## config.mk

```make
export PLATFORM = sky130hd
export DESIGN_NAME = imu_sensor_frame_deframer
export DESIGN_NICKNAME = d
export VERILOG_FILES = /design/src/rtl/imufd_pkg.sv /design/src/rtl/imufd_front.sv /design/src/rtl/imufd_queue.sv /design/src/rtl/imufd_back.sv /design/src/rtl/imu_sensor_frame_deframer.sv
export SDC_FILE = /design/constraint.sdc
export NUM_CORES = 2
export LEC_CHECK = 0
export CORE_MARGIN = 3
export CORE_UTILIZATION = 60
export DETAILED_ROUTE_END_ITERATION = 10
export DONT_BUFFER_PORTS = 1
export PLACE_DENSITY = 0.91
export SYNTH_ARGS = -nofsm -noshare
export SYNTH_HDL_FRONTEND = slang
export SYNTH_SLANG_ARGS = --single-unit
```

## constraint.sdc

```tcl
create_clock -name clk -period 17.25 [get_ports clk]
set_clock_uncertainty 0.2 [all_clocks]
set_input_delay 1.725 -clock clk [delete_from_list [all_inputs] [get_ports clk]]
set_output_delay 1.725 -clock clk [all_outputs]
set_load 0.005 [all_outputs]
```

## src/rtl/imufd_pkg.sv

```systemverilog
package imufd_pkg;

	localparam int APB_AW = 4;

	localparam logic [1:0] REG_SYNC  = 2'd0;
	localparam logic [1:0] REG_CHECK = 2'd1;
	localparam logic [1:0] REG_LIMIT = 2'd2;

	localparam logic [7:0]  SYNC_RESET  = 8'h55;
	localparam logic [31:0] LIMIT_RESET = 32'hFFFF_FFFF;

	localparam logic [7:0] TYPE_TIME  = 8'h50;
	localparam logic [7:0] TYPE_ACCEL = 8'h51;
	localparam logic [7:0] TYPE_RATE  = 8'h52;
	localparam logic [7:0] TYPE_ANGLE = 8'h53;
	localparam logic [7:0] TYPE_MAG   = 8'h54;
	localparam logic [7:0] TYPE_QUAT  = 8'h59;

	localparam logic [2:0] KIND_TIME  = 3'd0;
	localparam logic [2:0] KIND_ACCEL = 3'd1;
	localparam logic [2:0] KIND_RATE  = 3'd2;
	localparam logic [2:0] KIND_ANGLE = 3'd3;
	localparam logic [2:0] KIND_MAG   = 3'd4;
	localparam logic [2:0] KIND_QUAT  = 3'd5;

	// 200*pi/9 in Q32: raw rate count to rad/s in Q16.16.
	localparam logic [38:0] RATE_K     = 39'd299845282323;
	localparam int          RATE_SPLIT = 20;

	typedef struct packed {
		logic             hit;
		logic [2:0]       kind;
		logic [3:0][15:0] words;
		logic [31:0]      now;
	} frame_item_t;

	typedef struct packed {
		logic               data_ready;
		logic               rate_ready;
		logic               quat_ready;
		logic signed [24:0] value_d;
		logic signed [24:0] value_c;
		logic signed [24:0] value_b;
		logic signed [24:0] value_a;
		logic               probe_hit;
		logic [2:0]         frame_kind;
		logic               frame_valid;
	} result_t;

endpackage

```

## src/rtl/imufd_front.sv

```systemverilog
module imufd_front import imufd_pkg::*; #(
	parameter int FRAME_LENGTH = 11
) (
	input  logic        clk,
	input  logic        arst_n,
	input  logic        in_valid,
	output logic        in_ready,
	input  logic [7:0]  rx_byte,
	input  logic [31:0] now_ticks,
	input  logic [7:0]  sync_code,
	output logic        item_valid,
	input  logic        item_ready,
	output frame_item_t item
);

	localparam int FW       = $clog2(FRAME_LENGTH);
	localparam int HELD     = FRAME_LENGTH - 1;
	localparam int SUM_LVLS = $clog2(HELD);
	localparam int LEAVES   = 1 << SUM_LVLS;

	// Oldest byte at index 0, newest at the top.
	logic [7:0]    win_q [HELD];
	logic [FW-1:0] fill_q;
	logic [7:0]    node [SUM_LVLS+1][LEAVES];
	logic [7:0]    word_byte [8];
	logic          known;
	logic [2:0]    kind;
	logic          full_now;
	logic          hit;
	logic          take;

	genvar gl, gi;
	generate
		for (gi = 0; gi < LEAVES; gi++) begin : g_leaf
			if (gi < HELD) begin : g_used
				assign node[0][gi] = win_q[gi];
			end else begin : g_pad
				assign node[0][gi] = 8'h00;
			end
		end
		for (gl = 0; gl < SUM_LVLS; gl++) begin : g_lvl
			for (gi = 0; gi < (LEAVES >> (gl + 1)); gi++) begin : g_add
				assign node[gl+1][gi] = node[gl][2*gi] + node[gl][2*gi+1];
			end
		end
		for (gi = 0; gi < 8; gi++) begin : g_wb
			if (gi + 2 < HELD) begin : g_held
				assign word_byte[gi] = win_q[gi+2];
			end else begin : g_new
				assign word_byte[gi] = rx_byte;
			end
		end
	endgenerate

	always_comb begin
		known = 1'b1;
		kind  = KIND_TIME;
		unique case (win_q[1])
			TYPE_TIME:  kind = KIND_TIME;
			TYPE_ACCEL: kind = KIND_ACCEL;
			TYPE_RATE:  kind = KIND_RATE;
			TYPE_ANGLE: kind = KIND_ANGLE;
			TYPE_MAG:   kind = KIND_MAG;
			TYPE_QUAT:  kind = KIND_QUAT;
			default:    known = 1'b0;
		endcase
	end

	assign full_now = (fill_q == FW'(HELD));
	assign hit      = full_now && (win_q[0] == sync_code)
		&& (node[SUM_LVLS][0] == rx_byte) && known;

	assign in_ready   = item_ready;
	assign item_valid = in_valid;
	assign take       = in_valid && item_ready;

	always_comb begin
		item.hit  = hit;
		item.kind = hit ? kind : KIND_TIME;
		for (int i = 0; i < 4; i++) begin
			item.words[i] = {word_byte[2*i+1], word_byte[2*i]};
		end
		item.now = now_ticks;
	end

	always_ff @(posedge clk) begin
		if (take) begin
			for (int i = 0; i < HELD - 1; i++) begin
				win_q[i] <= win_q[i+1];
			end
			win_q[HELD-1] <= rx_byte;
		end
	end

	always_ff @(posedge clk or negedge arst_n) begin
		if (!arst_n) begin
			fill_q <= '0;
		end else if (take) begin
			if (hit) begin
				fill_q <= '0;
			end else if (!full_now) begin
				fill_q <= fill_q + FW'(1);
			end
		end
	end

endmodule

```

## src/rtl/imufd_queue.sv

```systemverilog
module imufd_queue import imufd_pkg::*; (
	input  logic        clk,
	input  logic        arst_n,
	input  logic        in_valid,
	output logic        in_ready,
	input  frame_item_t in_item,
	output logic        out_valid,
	input  logic        out_ready,
	output frame_item_t out_item
);

	frame_item_t slot_q [2];
	logic        wr_ptr_q;
	logic        rd_ptr_q;
	logic [1:0]  count_q;
	logic        push;
	logic        pop;

	assign in_ready  = (count_q != 2'd2);
	assign out_valid = (count_q != 2'd0);
	assign push      = in_valid && in_ready;
	assign pop       = out_valid && out_ready;
	assign out_item  = slot_q[rd_ptr_q];

	always_ff @(posedge clk) begin
		if (push) begin
			slot_q[wr_ptr_q] <= in_item;
		end
	end

	always_ff @(posedge clk or negedge arst_n) begin
		if (!arst_n) begin
			wr_ptr_q <= 1'b0;
			rd_ptr_q <= 1'b0;
			count_q  <= 2'd0;
		end else begin
			if (push) begin
				wr_ptr_q <= !wr_ptr_q;
			end
			if (pop) begin
				rd_ptr_q <= !rd_ptr_q;
			end
			if (push && !pop) begin
				count_q <= count_q + 2'd1;
			end else if (pop && !push) begin
				count_q <= count_q - 2'd1;
			end
		end
	end

endmodule

```

## src/rtl/imufd_back.sv

```systemverilog
module imufd_back import imufd_pkg::*; #(
	parameter int TIME_BITS = 32
) (
	input  logic        clk,
	input  logic        arst_n,
	input  logic        in_valid,
	output logic        in_ready,
	input  frame_item_t item,
	input  logic        staleness_check,
	input  logic [31:0] staleness_limit,
	output logic        out_valid,
	input  logic        out_ready,
	output result_t     result
);

	localparam int CW = (TIME_BITS > 32) ? TIME_BITS : 32;
	localparam logic signed [19:0] K_HI = {1'b0, RATE_K[38:RATE_SPLIT]};
	localparam logic signed [20:0] K_LO = {1'b0, RATE_K[RATE_SPLIT-1:0]};
	localparam logic signed [56:0] RND  = 57'sd2147483648;

	logic                 v_s1;
	logic                 hit_s1;
	logic [2:0]           kind_s1;
	logic signed [24:0]   simple_s1 [4];
	logic signed [35:0]   ph_s1 [4];
	logic signed [36:0]   pl_s1 [4];
	logic                 qseen_s1;
	logic                 rseen_s1;
	logic [TIME_BITS-1:0] qage_s1;
	logic [TIME_BITS-1:0] rage_s1;

	logic                 v_s2;
	result_t              res_s2;

	logic                 qseen_q;
	logic                 rseen_q;
	logic [TIME_BITS-1:0] qtime_q;
	logic [TIME_BITS-1:0] rtime_q;

	logic                 take_s1;
	logic                 take_s2;
	logic                 is_rate;
	logic                 is_quat;
	logic [TIME_BITS-1:0] now_t;
	logic signed [15:0]   d [4];
	logic signed [24:0]   simple [4];
	logic signed [35:0]   ph [4];
	logic signed [36:0]   pl [4];
	logic signed [56:0]   rsum [4];
	logic signed [24:0]   val [4];
	logic                 age_ok;
	result_t              res_next;

	assign take_s2  = !v_s2 || out_ready;
	assign in_ready = !v_s1 || take_s2;
	assign take_s1  = in_valid && in_ready;

	assign now_t   = TIME_BITS'(item.now);
	assign is_rate = item.hit && (item.kind == KIND_RATE);
	assign is_quat = item.hit && (item.kind == KIND_QUAT);

	always_comb begin
		for (int i = 0; i < 4; i++) begin
			d[i]      = signed'(item.words[i]);
			ph[i]     = 36'(d[i]) * 36'(K_HI);
			pl[i]     = 37'(d[i]) * 37'(K_LO);
			simple[i] = '0;
			if (item.hit) begin
				unique case (item.kind)
					KIND_ACCEL: if (i < 3) simple[i] = 25'(d[i]) <<< 5;
					KIND_ANGLE: if (i < 3) simple[i] = 25'(d[i]) * 25'sd360;
					KIND_QUAT:  simple[i] = 25'(d[i]) <<< 1;
					default:    simple[i] = '0;
				endcase
			end
		end
	end

	always_ff @(posedge clk) begin
		if (take_s1) begin
			hit_s1   <= item.hit;
			kind_s1  <= item.kind;
			qseen_s1 <= qseen_q || is_quat;
			rseen_s1 <= rseen_q || is_rate;
			qage_s1  <= is_quat ? '0 : now_t - qtime_q;
			rage_s1  <= is_rate ? '0 : now_t - rtime_q;
			for (int i = 0; i < 4; i++) begin
				simple_s1[i] <= simple[i];
				ph_s1[i]     <= ph[i];
				pl_s1[i]     <= pl[i];
			end
		end
	end

	always_ff @(posedge clk or negedge arst_n) begin
		if (!arst_n) begin
			v_s1    <= 1'b0;
			qseen_q <= 1'b0;
			rseen_q <= 1'b0;
			qtime_q <= '0;
			rtime_q <= '0;
		end else begin
			if (take_s1) begin
				v_s1 <= 1'b1;
				if (is_rate) begin
					rseen_q <= 1'b1;
					rtime_q <= now_t;
				end
				if (is_quat) begin
					qseen_q <= 1'b1;
					qtime_q <= now_t;
				end
			end else if (take_s2) begin
				v_s1 <= 1'b0;
			end
		end
	end

	always_comb begin
		for (int i = 0; i < 4; i++) begin
			rsum[i] = (57'(ph_s1[i]) <<< RATE_SPLIT) + 57'(pl_s1[i]) + RND;
			if (hit_s1 && (kind_s1 == KIND_RATE) && (i < 3)) begin
				val[i] = rsum[i][56:32];
			end else begin
				val[i] = simple_s1[i];
			end
		end
		age_ok = (CW'(qage_s1) <= CW'(staleness_limit))
			&& (CW'(rage_s1) <= CW'(staleness_limit));
		res_next.frame_valid = hit_s1;
		res_next.frame_kind  = hit_s1 ? kind_s1 : KIND_TIME;
		res_next.probe_hit   = hit_s1 && (kind_s1 != KIND_TIME);
		res_next.value_a     = val[0];
		res_next.value_b     = val[1];
		res_next.value_c     = val[2];
		res_next.value_d     = val[3];
		res_next.quat_ready  = qseen_s1;
		res_next.rate_ready  = rseen_s1;
		res_next.data_ready  = qseen_s1 && rseen_s1 && (!staleness_check || age_ok);
	end

	always_ff @(posedge clk) begin
		if (take_s2 && v_s1) begin
			res_s2 <= res_next;
		end
	end

	always_ff @(posedge clk or negedge arst_n) begin
		if (!arst_n) begin
			v_s2 <= 1'b0;
		end else if (take_s2) begin
			v_s2 <= v_s1;
		end
	end

	assign out_valid = v_s2;
	assign result    = res_s2;

endmodule

```

## src/rtl/imu_sensor_frame_deframer.sv

```systemverilog
// Path: an input word passes the byte window and checksum tree, a two-entry
// queue, then the two-stage scaling pipeline. Throughput: one input word per
// cycle while m_tready is high; back-pressure fills the queue and stalls input.
// Reset: arst_n clears the window fill, ready flags, stored times and all
// handshake state, and returns the registers to their reset values.
module imu_sensor_frame_deframer import imufd_pkg::*; #(
	parameter int FRAME_LENGTH = 11,
	parameter int TIME_BITS    = 32
) (
	input  logic              clk,
	input  logic              arst_n,
	input  logic              s_tvalid,
	output logic              s_tready,
	// [7:0] rx_byte, [39:8] now_ticks
	input  logic [39:0]       s_tdata,
	output logic              m_tvalid,
	input  logic              m_tready,
	// [24:0] value_a, [49:25] value_b, [74:50] value_c, [99:75] value_d,
	// [100] quat_ready, [101] rate_ready, [102] data_ready, [103] zero
	output logic [103:0]      m_tdata,
	// [0] frame_valid, [3:1] frame_kind, [4] probe_hit
	output logic [4:0]        m_tuser,
	input  logic              psel,
	input  logic              penable,
	input  logic              pwrite,
	input  logic [APB_AW-1:0] paddr,
	input  logic [31:0]       pwdata,
	output logic [31:0]       prdata,
	output logic              pready
);

	logic [7:0]  sync_q;
	logic        check_q;
	logic [31:0] limit_q;
	logic        wr_en;

	frame_item_t front_item;
	logic        front_valid;
	logic        queue_ready;
	frame_item_t back_item;
	logic        back_valid;
	logic        back_ready;
	result_t     res;

	assign pready = 1'b1;
	assign wr_en  = psel && penable && pwrite && pready;

	always_ff @(posedge clk or negedge arst_n) begin
		if (!arst_n) begin
			sync_q  <= SYNC_RESET;
			check_q <= 1'b0;
			limit_q <= LIMIT_RESET;
		end else if (wr_en) begin
			unique case (paddr[3:2])
				REG_SYNC:  sync_q  <= pwdata[7:0];
				REG_CHECK: check_q <= pwdata[0];
				REG_LIMIT: limit_q <= pwdata;
				default:   ;
			endcase
		end
	end

	always_comb begin
		unique case (paddr[3:2])
			REG_SYNC:  prdata = {24'd0, sync_q};
			REG_CHECK: prdata = {31'd0, check_q};
			REG_LIMIT: prdata = limit_q;
			default:   prdata = 32'd0;
		endcase
	end

	imufd_front #(
		.FRAME_LENGTH(FRAME_LENGTH)
	) u_front (
		.clk        (clk),
		.arst_n     (arst_n),
		.in_valid   (s_tvalid),
		.in_ready   (s_tready),
		.rx_byte    (s_tdata[7:0]),
		.now_ticks  (s_tdata[39:8]),
		.sync_code  (sync_q),
		.item_valid (front_valid),
		.item_ready (queue_ready),
		.item       (front_item)
	);

	imufd_queue u_queue (
		.clk       (clk),
		.arst_n    (arst_n),
		.in_valid  (front_valid),
		.in_ready  (queue_ready),
		.in_item   (front_item),
		.out_valid (back_valid),
		.out_ready (back_ready),
		.out_item  (back_item)
	);

	imufd_back #(
		.TIME_BITS(TIME_BITS)
	) u_back (
		.clk             (clk),
		.arst_n          (arst_n),
		.in_valid        (back_valid),
		.in_ready        (back_ready),
		.item            (back_item),
		.staleness_check (check_q),
		.staleness_limit (limit_q),
		.out_valid       (m_tvalid),
		.out_ready       (m_tready),
		.result          (res)
	);

	assign m_tdata = {1'b0, res.data_ready, res.rate_ready, res.quat_ready,
		res.value_d, res.value_c, res.value_b, res.value_a};
	assign m_tuser = {res.probe_hit, res.frame_kind, res.frame_valid};

endmodule
```

==> flow_metrics.py <==
metrics = {
    "timing": {
        "tightestPinTransition_ns": 1.258,
        "fmax_mhz": 104.8,
        "fin_crit_ns": 9.540,
        "drv_slew": 0,
        "setup_viol": 0,
        "rsz0062_at_grt": "no",
        "fin_tns_setup_ns": 0,
        "hold_violations": 0,
        "min_period_over_period_pct": 55.30,
        "relSlewSlack_pct": 15.73,
    },
    "drt": {
        "drtIter0Drc": 4197,
        "routedWlPerCell_um": 22.59,
        "via_per_inst": 6.063,
        "route.vias.total": 48230,
        "postRouteAntennaNets": 0,
        "drc": 0,
        "dr.pass1.iters": 8,
        "wl_mm": 179.7,
    },
    "place": {
        "hpwlAfterDp_mm": 138.1,
        "place_congestion": 0.9678,
        "portBuffers": 0,
        "place_area_mm2": 0.07220,
    },
    "cts": {
        "clk_latency_ns": 0.71,
        "post-cts-setup-buffer-count": 0,
        "cts_root_buf": "clkbuf_16",
        "cts_buffers": 86,
        "clk_path_buf_depth": 3,
        "cts_hold_buf": 0,
        "clock-sinks": 807,
        "h-tree-depth": 3,
        "cts_resized": 0,
        "clk_pin_slew_ns": 0.07,
        "tritoncts": "yes",
    },
    "floorplanning": {
        "core_region_area_mm2": 0.1153,
        "ios": 227,
        "die_w_um": 348.4,
        "placementRows": 124,
        "fp.dieH_um": 348.4,
        "dieArea_mm2": 0.1214,
        "start_util_pct": 61.02,
    },
    "layout": {
        "layout_commonest_cell": "ha_1",
        "syn2layout_area_growth_pct": 6.735,
        "drive_gt1_share_pct": 4.337,
        "design_area_mm2": 0.07507,
        "finalNetCount": 8236,
        "fillers": 8046,
        "final_cell_mix": "ha_1 (1212), inv_1 (1180), edfxtp_1 (690)",
    },
    "worst_setup_path": {
        "arrival_ns": 9.81,
        "cp-end-kind": "flip-flop",
        "worstReg2RegStart": "u_queue.rd_ptr_q",
        "crit_start": "u_queue.rd_ptr_q",
        "cp_max_fo": 47,
        "crit_type": "reg2reg",
        "cp-start-kind": "flip-flop",
        "required_ns": 17.52,
    },
    "yosys": {
        "syn-cell-area_mm2": 0.07034,
        "synth_edf_count": 690,
        "netlist_instances": 6328,
        "seq_area_frac_synth_pct": 33.68,
        "synth.avg_cell_area_um2": 11.12,
        "yosys_warnings": 0,
        "ys_ff_latch": 807,
        "synth_ff_type": "edfxtp_1",
        "async_reset_ff_share_pct": 14.50,
        "synth_cell_types": 79,
    },
    "grt": {
        "overflow": 0,
        "grt_max_degree": 118,
        "track_usage_pct": 29.98,
        "antenna_found_initial": 7,
        "grt_pass1_vias": 51220,
        "grt_pass1_wl_mm": 281.3,
    },
    "min_path": {
        "hold_path.startpoint": "u_back.simple_s1[3][23]",
        "hold_class": "reg2reg",
    },
    "job": {
        "maxCapViolCount": 0,
    },
    "run_status": {
        "status": "complete, no violations",
    },
}
## final timing paths
path	endpoint	slack (ns)	cells past startpoint
min reg2reg	u_back.result[103]	0.22	0
min in group asynchronous	u_back.qtime_q[22]	0.52	0
min	u_back.result[103]	0.22	0
max	u_back.pl_s1[0][36]	7.71	23
max reg2reg	u_back.pl_s1[0][36]	7.71	23
max in group asynchronous	limit_q[3]	16.00	0
## area by class of cell
type | instances | area (µm²) | area share (%)
antenna | 11 | 27.53 | 0.03667
clock buffer | 108 | 2285 | 3.043
clock inverter | 52 | 559.3 | 0.7450
inverter | 1182 | 4438 | 5.912
multi-input combinational | 4243 | 41870 | 55.77
sequential | 807 | 23700 | 31.56
tap | 1512 | 1892 | 2.520
timing repair buffer | 41 | 307.8 | 0.4100
## flip-flops by register name (all words and copies together), names as in the netlist, 2 cells and up
name,cells
u_front.fill_q,4
u_back.qage_s1,32
u_front.win_q,80
sync_q,8
limit_q,32
u_back.pl_s1,48
u_back.rtime_q,32
u_back.rage_s1,32
u_back.result,99
u_back.kind_s1,3
u_queue.count_q,2
u_queue.slot_q,200
u_back.qtime_q,32
u_back.simple_s1,88
u_back.ph_s1,105
## stage by stage
| stage | hold slack (ns) | utilization [%] | std cells | setup slack (ns) |
|---|---|---|---|---|
| floorplan | 0.2003 | - | 6329 | 5.740 |
| global placement | 0.2061 | 62.63 | 7785 | 8.118 |
| detailed placement | 0.2083 | 62.63 | 7785 | 7.972 |
| CTS | 0.2253 | 65.10 | 7945 | 7.786 |
| global route | 0.2404 | 65.12 | 7953 | 7.263 |
| finish | 0.2221 | 65.13 | 7956 | 7.710 |
## logic make-up (layout without fill, tap and decap cells)
family	after synthesis	in the layout	synth area share, %
compound gates	1022	1022	9.152
xor+xnor	298	298	3.711
fa+ha+maj	1792	1792	38.07
buf+inv	1279	1383	6.890
flops	807	807	33.68
mux	127	127	1.855
other cells	2	14	0.01068
simple gates	1001	1001	6.628
## metal layers
| layer | vias up | track usage [%] | wire length, µm |
|---|---|---|---|
| met3 | 634 | 6.540 | 16420 |
| met5 | - | 0 | 13 |
| met4 | 2 | 17.00 | 11400 |
| li1 | 21670 | - | - |
| met1 | 23500 | 36.68 | 67040 |
| met2 | 2424 | 49.46 | 84830 |
## cell usage after synthesis (17+ instances only)
cell	count	area (µm²)
edfxtp_1	690	20720
nor2_1	358	1344
nand2_1	250	938.4
nand2b_1	47	294.0
nor3_1	69	345.3
nand3_1	49	245.2
o211ai_1	19	142.6
and2_1	48	300.3
a211o_1	17	148.9
nor2b_1	47	294.0
and3_1	25	156.4
clkbuf_1	72	270.3
a31oi_1	28	175.2
o21bai_1	24	180.2
o21a_1	54	405.4
xor2_1	107	937.2
o31ai_1	19	142.6
a21oi_1	303	1516
nand4_1	38	237.7
inv_1	1181	4433
xnor2_1	191	1673
o21ai_0	258	1291
dfstp_2	36	945.9
mux2i_1	100	1001
dfrtp_1	81	2027
a211oi_1	44	330.3
ha_1	1212	15160
a21o_1	127	953.4
fa_1	580	11610
mux2_2	27	304.0
## worst max-delay path, cell delays in order (launching register included)
cell	delay, ns
dfrtp_4	0.51
buf_4	0.67
mux2i_1	0.92
inv_1	0.64
fa_1	0.71
fa_1	0.55
inv_1	0.06
fa_1	0.49
fa_1	0.51
inv_1	0.06
fa_1	0.48
inv_1	0.06
fa_1	0.50
inv_1	0.05
ha_1	0.32
a21oi_1	0.10
o211ai_1	0.15
a41oi_1	0.30
o31ai_1	0.87
o211a_1	0.30
o21a_1	0.17
o21ai_2	0.08
mux2i_1	0.12
a2111oi_0	0.43
Power is not shown: default switching activity piles up to over one toggle a cycle in this logic, so the estimate is an artifact.
